## src/rtl/bmci_pkg.sv

```systemverilog
// Package for the bank mapper with cycle IRQ counter.
// Holds the beat structs, request and command codes, and reset constants.
// Depends on nothing; used by the top-level module.
package bmci_pkg;

    // Request kinds carried in the func field.
    typedef enum logic [1:0] {
        FUNC_CPU_WRITE     = 2'd0,
        FUNC_CPU_TICK      = 2'd1,
        FUNC_CPU_TRANSLATE = 2'd2,
        FUNC_PPU_TRANSLATE = 2'd3
    } func_t;

    // Commands latched by a write to the command window.
    localparam logic [3:0] CMD_PRG0       = 4'd8;
    localparam logic [3:0] CMD_PRG1       = 4'd9;
    localparam logic [3:0] CMD_PRG2       = 4'd10;
    localparam logic [3:0] CMD_PRG3       = 4'd11;
    localparam logic [3:0] CMD_MIRROR     = 4'd12;
    localparam logic [3:0] CMD_IRQ_CTRL   = 4'd13;
    localparam logic [3:0] CMD_COUNT_LO   = 4'd14;
    localparam logic [3:0] CMD_COUNT_HI   = 4'd15;

    // Configuration register indexes.
    localparam int unsigned CFG_INDEX_W = 2;
    localparam logic [CFG_INDEX_W-1:0] CFG_LAST_PRG_BANK = 2'd0;
    localparam logic [CFG_INDEX_W-1:0] CFG_INIT_MIRROR   = 2'd1;

    // Address windows (upper three address bits select an 8K window).
    localparam logic [2:0]  WIN_COMMAND   = 3'b100;  // 0x8000-0x9FFF
    localparam logic [2:0]  WIN_ARGUMENT  = 3'b101;  // 0xA000-0xBFFF
    localparam logic [2:0]  WIN_FIXED     = 3'b111;  // 0xE000-0xFFFF
    localparam logic [15:0] CPU_MAP_BASE  = 16'h6000;
    localparam logic [15:0] CPU_ROM_BASE  = 16'h8000;
    localparam logic [15:0] PPU_MAP_LIMIT = 16'h2000;

    // Reset values.
    localparam logic [7:0] LAST_PRG_BANK_RESET = 8'd255;
    localparam logic [1:0] INIT_MIRROR_RESET   = 2'd0;

    // Input beat.
    typedef struct packed {
        logic [1:0]  func;
        logic [15:0] address;
        logic [7:0]  data;
    } in_beat_t;

    // Result beat.
    typedef struct packed {
        logic        mapped;
        logic [7:0]  bank;
        logic [12:0] offset;
        logic        is_ram;
        logic        irq_line;
        logic [1:0]  mirror_mode;
    } out_beat_t;

endpackage

```

## src/rtl/bank_mapper_with_cycle_irq_unit.sv

```systemverilog
// Usage notes for the bank mapper with cycle IRQ counter.
//
// Input channel (in_valid, in_stall, in_item): one beat is a CPU write, a CPU
// cycle tick, a CPU address translate or a PPU address translate. Output
// channel (out_valid, out_stall, out_item): exactly one result beat per input
// beat, in order, carrying the translation, the IRQ level and the mirroring
// mode as they stand after that input beat.
// The mapper state and the result register update at the edge that accepts
// the beat. Throughput is one beat per clock while the receiver does not
// stall, set by the single result register; a new beat is taken in the same
// cycle the previous result leaves.
// When the receiver stalls with a result waiting, in_stall rises and the
// held result stays unchanged until it is taken.
// The configuration channel (cfg_valid, cfg_ready, cfg_index, cfg_data) is
// always ready; index 0 sets the fixed last PRG bank, index 1 the initial
// mirroring mode, which is written straight into the live mirroring register.
// Other indexes are ignored.
// Reset (rst_n low, asynchronous) restores all banks, counters and enables
// to their power-on values and empties the result register.

// Top level: the whole mapper, one register stage.
// Depends on bmci_pkg.
module bank_mapper_with_cycle_irq_unit
    import bmci_pkg::*;
(
    input  logic                   clk,
    input  logic                   rst_n,
    input  logic                   in_valid,
    output logic                   in_stall,
    input  in_beat_t               in_item,
    output logic                   out_valid,
    input  logic                   out_stall,
    output out_beat_t              out_item,
    input  logic                   cfg_valid,
    output logic                   cfg_ready,
    input  logic [CFG_INDEX_W-1:0] cfg_index,
    input  logic [7:0]             cfg_data
);

    // Mapper state.
    logic [7:0]  last_prg_bank_reg, last_prg_bank_next;
    logic [3:0]  command_reg, command_next;
    logic [7:0]  prg_bank_reg [4];
    logic [7:0]  prg_bank_next [4];
    logic [7:0]  chr_bank_reg [8];
    logic [7:0]  chr_bank_next [8];
    logic        ram_select_reg, ram_select_next;
    logic        ram_enable_reg, ram_enable_next;
    logic [1:0]  mirroring_reg, mirroring_next;
    logic        irq_enable_reg, irq_enable_next;
    logic        count_enable_reg, count_enable_next;
    logic [15:0] irq_counter_reg, irq_counter_next;
    logic        irq_pending_reg, irq_pending_next;

    // Result register.
    logic        out_valid_reg, out_valid_next;
    out_beat_t   out_item_reg, out_item_next;

    logic        in_accept;
    logic        cfg_accept;
    func_t       func;
    logic [15:0] addr;
    logic [2:0]  win;
    logic [15:0] prg_rel;
    logic [1:0]  prg_sel;
    logic [2:0]  chr_sel;

    assign cfg_ready  = 1'b1;
    assign cfg_accept = cfg_valid & cfg_ready;
    assign in_stall   = out_valid_reg & out_stall;
    assign in_accept  = in_valid & ~in_stall;
    assign out_valid  = out_valid_reg;
    assign out_item   = out_item_reg;

    assign func    = func_t'(in_item.func);
    assign addr    = in_item.address;
    assign win     = addr[15:13];
    assign prg_rel = addr - CPU_MAP_BASE;
    assign prg_sel = prg_rel[14:13];
    assign chr_sel = addr[12:10];

    // Next state of the mapper registers for the accepted beat.
    always_comb
    begin
        last_prg_bank_next = last_prg_bank_reg;
        command_next       = command_reg;
        prg_bank_next      = prg_bank_reg;
        chr_bank_next      = chr_bank_reg;
        ram_select_next    = ram_select_reg;
        ram_enable_next    = ram_enable_reg;
        mirroring_next     = mirroring_reg;
        irq_enable_next    = irq_enable_reg;
        count_enable_next  = count_enable_reg;
        irq_counter_next   = irq_counter_reg;
        irq_pending_next   = irq_pending_reg;

        if (cfg_accept)
        begin
            if (cfg_index == CFG_LAST_PRG_BANK)
            begin
                last_prg_bank_next = cfg_data;
            end
            else if (cfg_index == CFG_INIT_MIRROR)
            begin
                mirroring_next = cfg_data[1:0];
            end
        end

        if (in_accept)
        begin
            unique case (func)
                FUNC_CPU_WRITE:
                begin
                    if (win == WIN_COMMAND)
                    begin
                        command_next = in_item.data[3:0];
                    end
                    else if (win == WIN_ARGUMENT)
                    begin
                        // Commands 0 to 7 select a CHR 1K bank.
                        if (!command_reg[3])
                        begin
                            chr_bank_next[command_reg[2:0]] = in_item.data;
                        end
                        else
                        begin
                            unique case (command_reg)
                                CMD_PRG0:
                                begin
                                    prg_bank_next[0] = in_item.data;
                                    ram_select_next  = in_item.data[6];
                                    ram_enable_next  = in_item.data[7];
                                end
                                CMD_PRG1, CMD_PRG2, CMD_PRG3:
                                begin
                                    prg_bank_next[command_reg[1:0]] = in_item.data;
                                end
                                CMD_MIRROR:
                                begin
                                    mirroring_next = in_item.data[1:0];
                                end
                                CMD_IRQ_CTRL:
                                begin
                                    irq_enable_next   = in_item.data[0];
                                    count_enable_next = in_item.data[7];
                                    irq_pending_next  = 1'b0;
                                end
                                CMD_COUNT_LO:
                                begin
                                    irq_counter_next[7:0] = in_item.data;
                                end
                                CMD_COUNT_HI:
                                begin
                                    irq_counter_next[15:8] = in_item.data;
                                end
                                default:
                                begin
                                    irq_counter_next = irq_counter_reg;
                                end
                            endcase
                        end
                    end
                end
                FUNC_CPU_TICK:
                begin
                    // While IRQ and counting are both enabled, decrement; a wrap from zero raises the IRQ.
                    if (irq_enable_reg && count_enable_reg)
                    begin
                        irq_counter_next = irq_counter_reg - 16'd1;
                        if (irq_counter_reg == 16'd0)
                        begin
                            irq_pending_next = 1'b1;
                        end
                    end
                end
                FUNC_CPU_TRANSLATE, FUNC_PPU_TRANSLATE:
                begin
                    // Translates leave the state alone.
                end
                default:
                begin
                end
            endcase
        end
    end

    // Result beat for the accepted item, and the output handshake.
    always_comb
    begin
        out_valid_next = out_valid_reg;
        out_item_next  = out_item_reg;

        if (out_valid_reg && !out_stall)
        begin
            out_valid_next = 1'b0;
        end

        if (in_accept)
        begin
            out_valid_next            = 1'b1;
            out_item_next.mapped      = 1'b0;
            out_item_next.bank        = 8'd0;
            out_item_next.offset      = 13'd0;
            out_item_next.is_ram      = 1'b0;
            out_item_next.irq_line    = irq_pending_next;
            out_item_next.mirror_mode = mirroring_next;

            if (func == FUNC_CPU_TRANSLATE)
            begin
                if (addr >= CPU_MAP_BASE)
                begin
                    out_item_next.mapped = 1'b1;
                    out_item_next.offset = addr[12:0];
                    if (win == WIN_FIXED)
                    begin
                        out_item_next.bank = last_prg_bank_reg;
                    end
                    else if (addr < CPU_ROM_BASE && ram_select_reg && ram_enable_reg)
                    begin
                        out_item_next.is_ram = 1'b1;
                    end
                    else
                    begin
                        out_item_next.bank = prg_bank_reg[prg_sel];
                    end
                end
            end
            else if (func == FUNC_PPU_TRANSLATE)
            begin
                if (addr < PPU_MAP_LIMIT)
                begin
                    out_item_next.mapped = 1'b1;
                    out_item_next.offset = {3'd0, addr[9:0]};
                    out_item_next.bank   = chr_bank_reg[chr_sel];
                end
            end
        end
    end

    // Control and mapper state registers.
    always_ff @(posedge clk or negedge rst_n)
    begin
        if (!rst_n)
        begin
            last_prg_bank_reg <= LAST_PRG_BANK_RESET;
            command_reg       <= 4'd0;
            for (int i = 0; i < 4; i++)
            begin
                prg_bank_reg[i] <= 8'(i);
            end
            for (int i = 0; i < 8; i++)
            begin
                chr_bank_reg[i] <= 8'd0;
            end
            ram_select_reg    <= 1'b0;
            ram_enable_reg    <= 1'b0;
            mirroring_reg     <= INIT_MIRROR_RESET;
            irq_enable_reg    <= 1'b0;
            count_enable_reg  <= 1'b0;
            irq_counter_reg   <= 16'd0;
            irq_pending_reg   <= 1'b0;
            out_valid_reg     <= 1'b0;
        end
        else
        begin
            last_prg_bank_reg <= last_prg_bank_next;
            command_reg       <= command_next;
            prg_bank_reg      <= prg_bank_next;
            chr_bank_reg      <= chr_bank_next;
            ram_select_reg    <= ram_select_next;
            ram_enable_reg    <= ram_enable_next;
            mirroring_reg     <= mirroring_next;
            irq_enable_reg    <= irq_enable_next;
            count_enable_reg  <= count_enable_next;
            irq_counter_reg   <= irq_counter_next;
            irq_pending_reg   <= irq_pending_next;
            out_valid_reg     <= out_valid_next;
        end
    end

    // Result payload register; no reset needed.
    always_ff @(posedge clk)
    begin
        out_item_reg <= out_item_next;
    end

endmodule
```

## config.mk

```make
export PLATFORM = sky130hd
export DESIGN_NAME = bank_mapper_with_cycle_irq_unit
export DESIGN_NICKNAME = d
export VERILOG_FILES = /design/src/rtl/bmci_pkg.sv /design/src/rtl/bank_mapper_with_cycle_irq_unit.sv
export SDC_FILE = /design/constraint.sdc
export NUM_CORES = 1
export LEC_CHECK = 0
export ABC_AREA = 0
export BUFFER_PORTS_ARGS = -buffer_cell sky130_fd_sc_hd__buf_2
export CAP_MARGIN = 20
export CORE_MARGIN = 2
export CORE_UTILIZATION = 54
export DETAILED_ROUTE_END_ITERATION = 6
export PLACE_DENSITY = 0.86
export SKIP_CTS_REPAIR_TIMING = 1
export SYNTH_ARGS = -nofsm -noshare
export SYNTH_HDL_FRONTEND = slang
export SYNTH_SLANG_ARGS = --single-unit
```

## constraint.sdc

```tcl
create_clock -name clk -period 2.25 [get_ports clk]
set_clock_uncertainty 0.05 [all_clocks]
set_input_delay 0.225 -clock clk [delete_from_list [all_inputs] [get_ports clk]]
set_output_delay 0.225 -clock clk [all_outputs]
set_load 0.03 [all_outputs]
```

==> results.md <==
- Status: complete, no violations
- Hpwl dp: 11.6 mm
- Root Buffer: clkbuf_16
- Global route overflow: 0
- DR vias: between 5000 and 6000
- RSZ-0062 raised after global routing: yes
- Die Wd: about 120 um
- Number of flip-flops in the largest register: 64
- Initial Utilization: around 55%
- Hold Path Class: in -> reg
- Max Cap Viol: 0
- Final Util: 65.4%
- Worst setup path class: reg -> reg
- DR iter-0 viols: roughly 460
- Synth Area in Simple Gates: slightly below 9%
- Die Height: 123 um
- Worst-Margin Slew: between 0.5 and 0.6 ns
- Clock sinks: 158
- # setup viols final: 0
- Seq/Total Area, Yosys: between 50% and 60%
- GRT Util Overall: about a quarter
- Async S/R FF share, synth: 83.5%
- Type of origin of the critical path: flop
- CP max stage delay: around 0.56 ns
- CP Cell Sequence: a21bo_4, or4_4, or3_4, buf_6, mux2_4
- Sequential Power Share: a little under half
- Worst path slowest cell: or4_4
- First-pass GRT wire length: roughly 28 mm
- Area of the multi-input gates: approximately 3300 sq um
- Most used DFF post-synth: dfrtp_1
- Area of the die: 15000 sq um
- Int Power: just over 0.005 W
- Fin cells: 825
- EDFF count, synth: 26
- Post-synthesis area per instance: about 14 sq um
- Most common cell after layout, fill and taps aside: dfrtp_1
- Register area: ~4100 sq um
- Synth Net Count: about 580
- Final Hold Fails: 0
- Row Count: 43
- Slew Limit Fails: 0
- Final period util: between 90% and 100%
- Mux contribution to synthesized area: roughly a quarter
- Area share of fa/ha/maj cells after synthesis: 0.825%
- Largest net degree at the start of global routing: 58
- Initial antenna violation count: 0
- Ys Warns: 0
- CORE AREA: about 14000 sq um
- Final WL: approximately 17 mm
- Most frequent cells in the layout: 119 x dfrtp_1, 100 x mux2_2, 67 x buf_2
- Clock network power share: a little over two fifths
- Vias in the first global route: roughly 5000
- Layout cells sized above 1: between 40% and 50%
- Antenna Cells: 0
- Fillcell total: approximately 950
- Power per cell area: 751 nW/um^2
- Post-synthesis register bit count: approximately 160
- Wire per inst: ~21 um
- Io pins: 70
- Slew headroom: between 50% and 60%
- Total power: 0.00679 W
- Crit. End Element: flop
- Max Buffers Root-to-Sink: 2
- Post-synthesis cell count: approximately 540
- Yosys cell types: 61
- Synth Area in Compound Gates: 7.04%
- Period minus WS final: approximately 2.2 ns
- Number of remaining DRC errors: 0
- Sw Ratio: between 20% and 30%
- Worst EP required: approximately 2.5 ns
- H-Tree Depth: 4
- Max Clock Freq: between 400 and 500 MHz
- VDD IR-drop max: 0.533 mV
- Cell Area, Synth: about 7600 sq um
- Sw Pwr: 0.00174 W
- Num CTS Buffers: 17
- XOR/XNOR Fraction of Synth Area: 0%
- Largest family of logic cells by synthesized area: multiplexers
- Clk slew on worst S/H paths: ~0.060 ns
- Routability-driven placement congestion ratio: ~0.83
- Clk Latency, worst-skew pair: about 0.44 ns
- Placed cells: 782
- Port Buf Inserts: 68
- Leakage power total: 4.10 nW
- Routed vias/inst: about 6
- Comb pwr share: about 11%
- Final net count: just under 700
- Area Growth Syn to Fin: 19.2%
- TritonCTS clock tree: built
- Pre-antenna DRT Iters: 4
- Worst Path Max Fanout: 8
- Detail Route Antenna Nets: 0
- Arr. time, crit path: 2.47 ns
## Yosys cell counts (6+ instances only)
cell type | number | share of area [%]
dfrtp_1 | 120 | 40
mux2_2 | 100 | 15
clkbuf_1 | 26 | 1.3
edfxtp_1 | 26 | 10
mux4_2 | 24 | 7.1
nor2_1 | 19 | 0.94
mux2_4 | 16 | 3.2
and2_1 | 12 | 0.99
dfstp_2 | 12 | 4.2
inv_1 | 10 | 0.49
a22oi_1 | 9 | 0.89
mux2i_1 | 9 | 1.2
nor3_1 | 9 | 0.59
o22ai_1 | 9 | 0.74
nand2_1 | 8 | 0.40
nand3_1 | 8 | 0.53
o22a_1 | 8 | 0.92
a211oi_1 | 7 | 0.69
o21ai_0 | 7 | 0.46
a21oi_1 | 6 | 0.40
a41oi_1 | 6 | 0.69
## layer usage
layer / wire length [um] / track usage [%]
met5: 0 / 0
met4: 295 / 8.98
met3: 1130 / 5.95
met2: 8650 / 39.8
met1: 7320 / 34.1
## worst paths after layout
kind / cells after the start / from / end / slack, ns
setup reg to reg: 5 / out_valid / chr_bank_reg[36] / 0.04
min in group asynchronous: 2 / rst_n / irq_counter_reg[2] / 0.25
setup / recovery: 5 / out_valid / chr_bank_reg[36] / 0.04
hold reg to reg: 1 / prg_bank_reg[29] / prg_bank_reg[29] / 0.45
hold / removal: 2 / in_item[15] / out_item[11] / 0.01
max in group asynchronous: 3 / rst_n / prg_bank_reg[1] / 1.12
## worst max-delay path, delay by kind of cell, from the launching register on
| family | cells | cell delay [ns] |
|---|---|---|
| multiplexers | 1 | 0.31 |
| AO/OA/AOI/OAI | 1 | 0.23 |
| flip-flops | 1 | 0.41 |
| buffers and inverters | 1 | 0.16 |
| AND/OR/NAND/NOR | 2 | 0.93 |
## cell families after synthesis
| group | count (synthesis) |
|---|---|
| buf+inv | 49 |
| simple gates | 102 |
| flops | 158 |
| compound gates | 71 |
| mux | 149 |
| other cells | 1 |
| fa+ha+maj | 5 |
## through the flow
step | hold slack [ns] | TNS [ns] | cell area, sq um | setup slack [ns]
5_1_grt | 0.0171 | -0.0135 | 9040 | -0.00676
4_1_cts | -0.284 | -0.415 | 8900 | -0.0390
3_3_place_gp | 0.167 | -2.93 | 8310 | -0.0807
6_report | 0.0148 | 0 | 9040 | 0.0447
3_5_place_dp | 0.177 | -4.64 | 8310 | -0.143
2_1_floorplan | -0.121 | -3.20 | 7620 | -0.0684
## final cells by class
| class | instances | share of cell area, % |
|---|---|---|
| flip-flops and latches | 158 | 45.3 |
| multi-input cells | 329 | 36.6 |
| repair buffers | 115 | 8.61 |
| clock buffers | 18 | 4.75 |
| well taps | 180 | 2.49 |
| clock inverters | 14 | 1.76 |
| inverters | 11 | 0.457 |
## power groups by stage
stage | sequential (W) | combinational (W) | clock, W
finish | 0.00320 | 0.000738 | 0.00285
detailed placement | 0.00325 | 0.000717 | 0
floorplan | 0.00325 | 0.000436 | 0
global placement | 0.00324 | 0.000692 | 0
global route | 0.00322 | 0.000805 | 0.00302
CTS | 0.00320 | 0.000723 | 0.00290
Power figures use the tool's default switching activity.
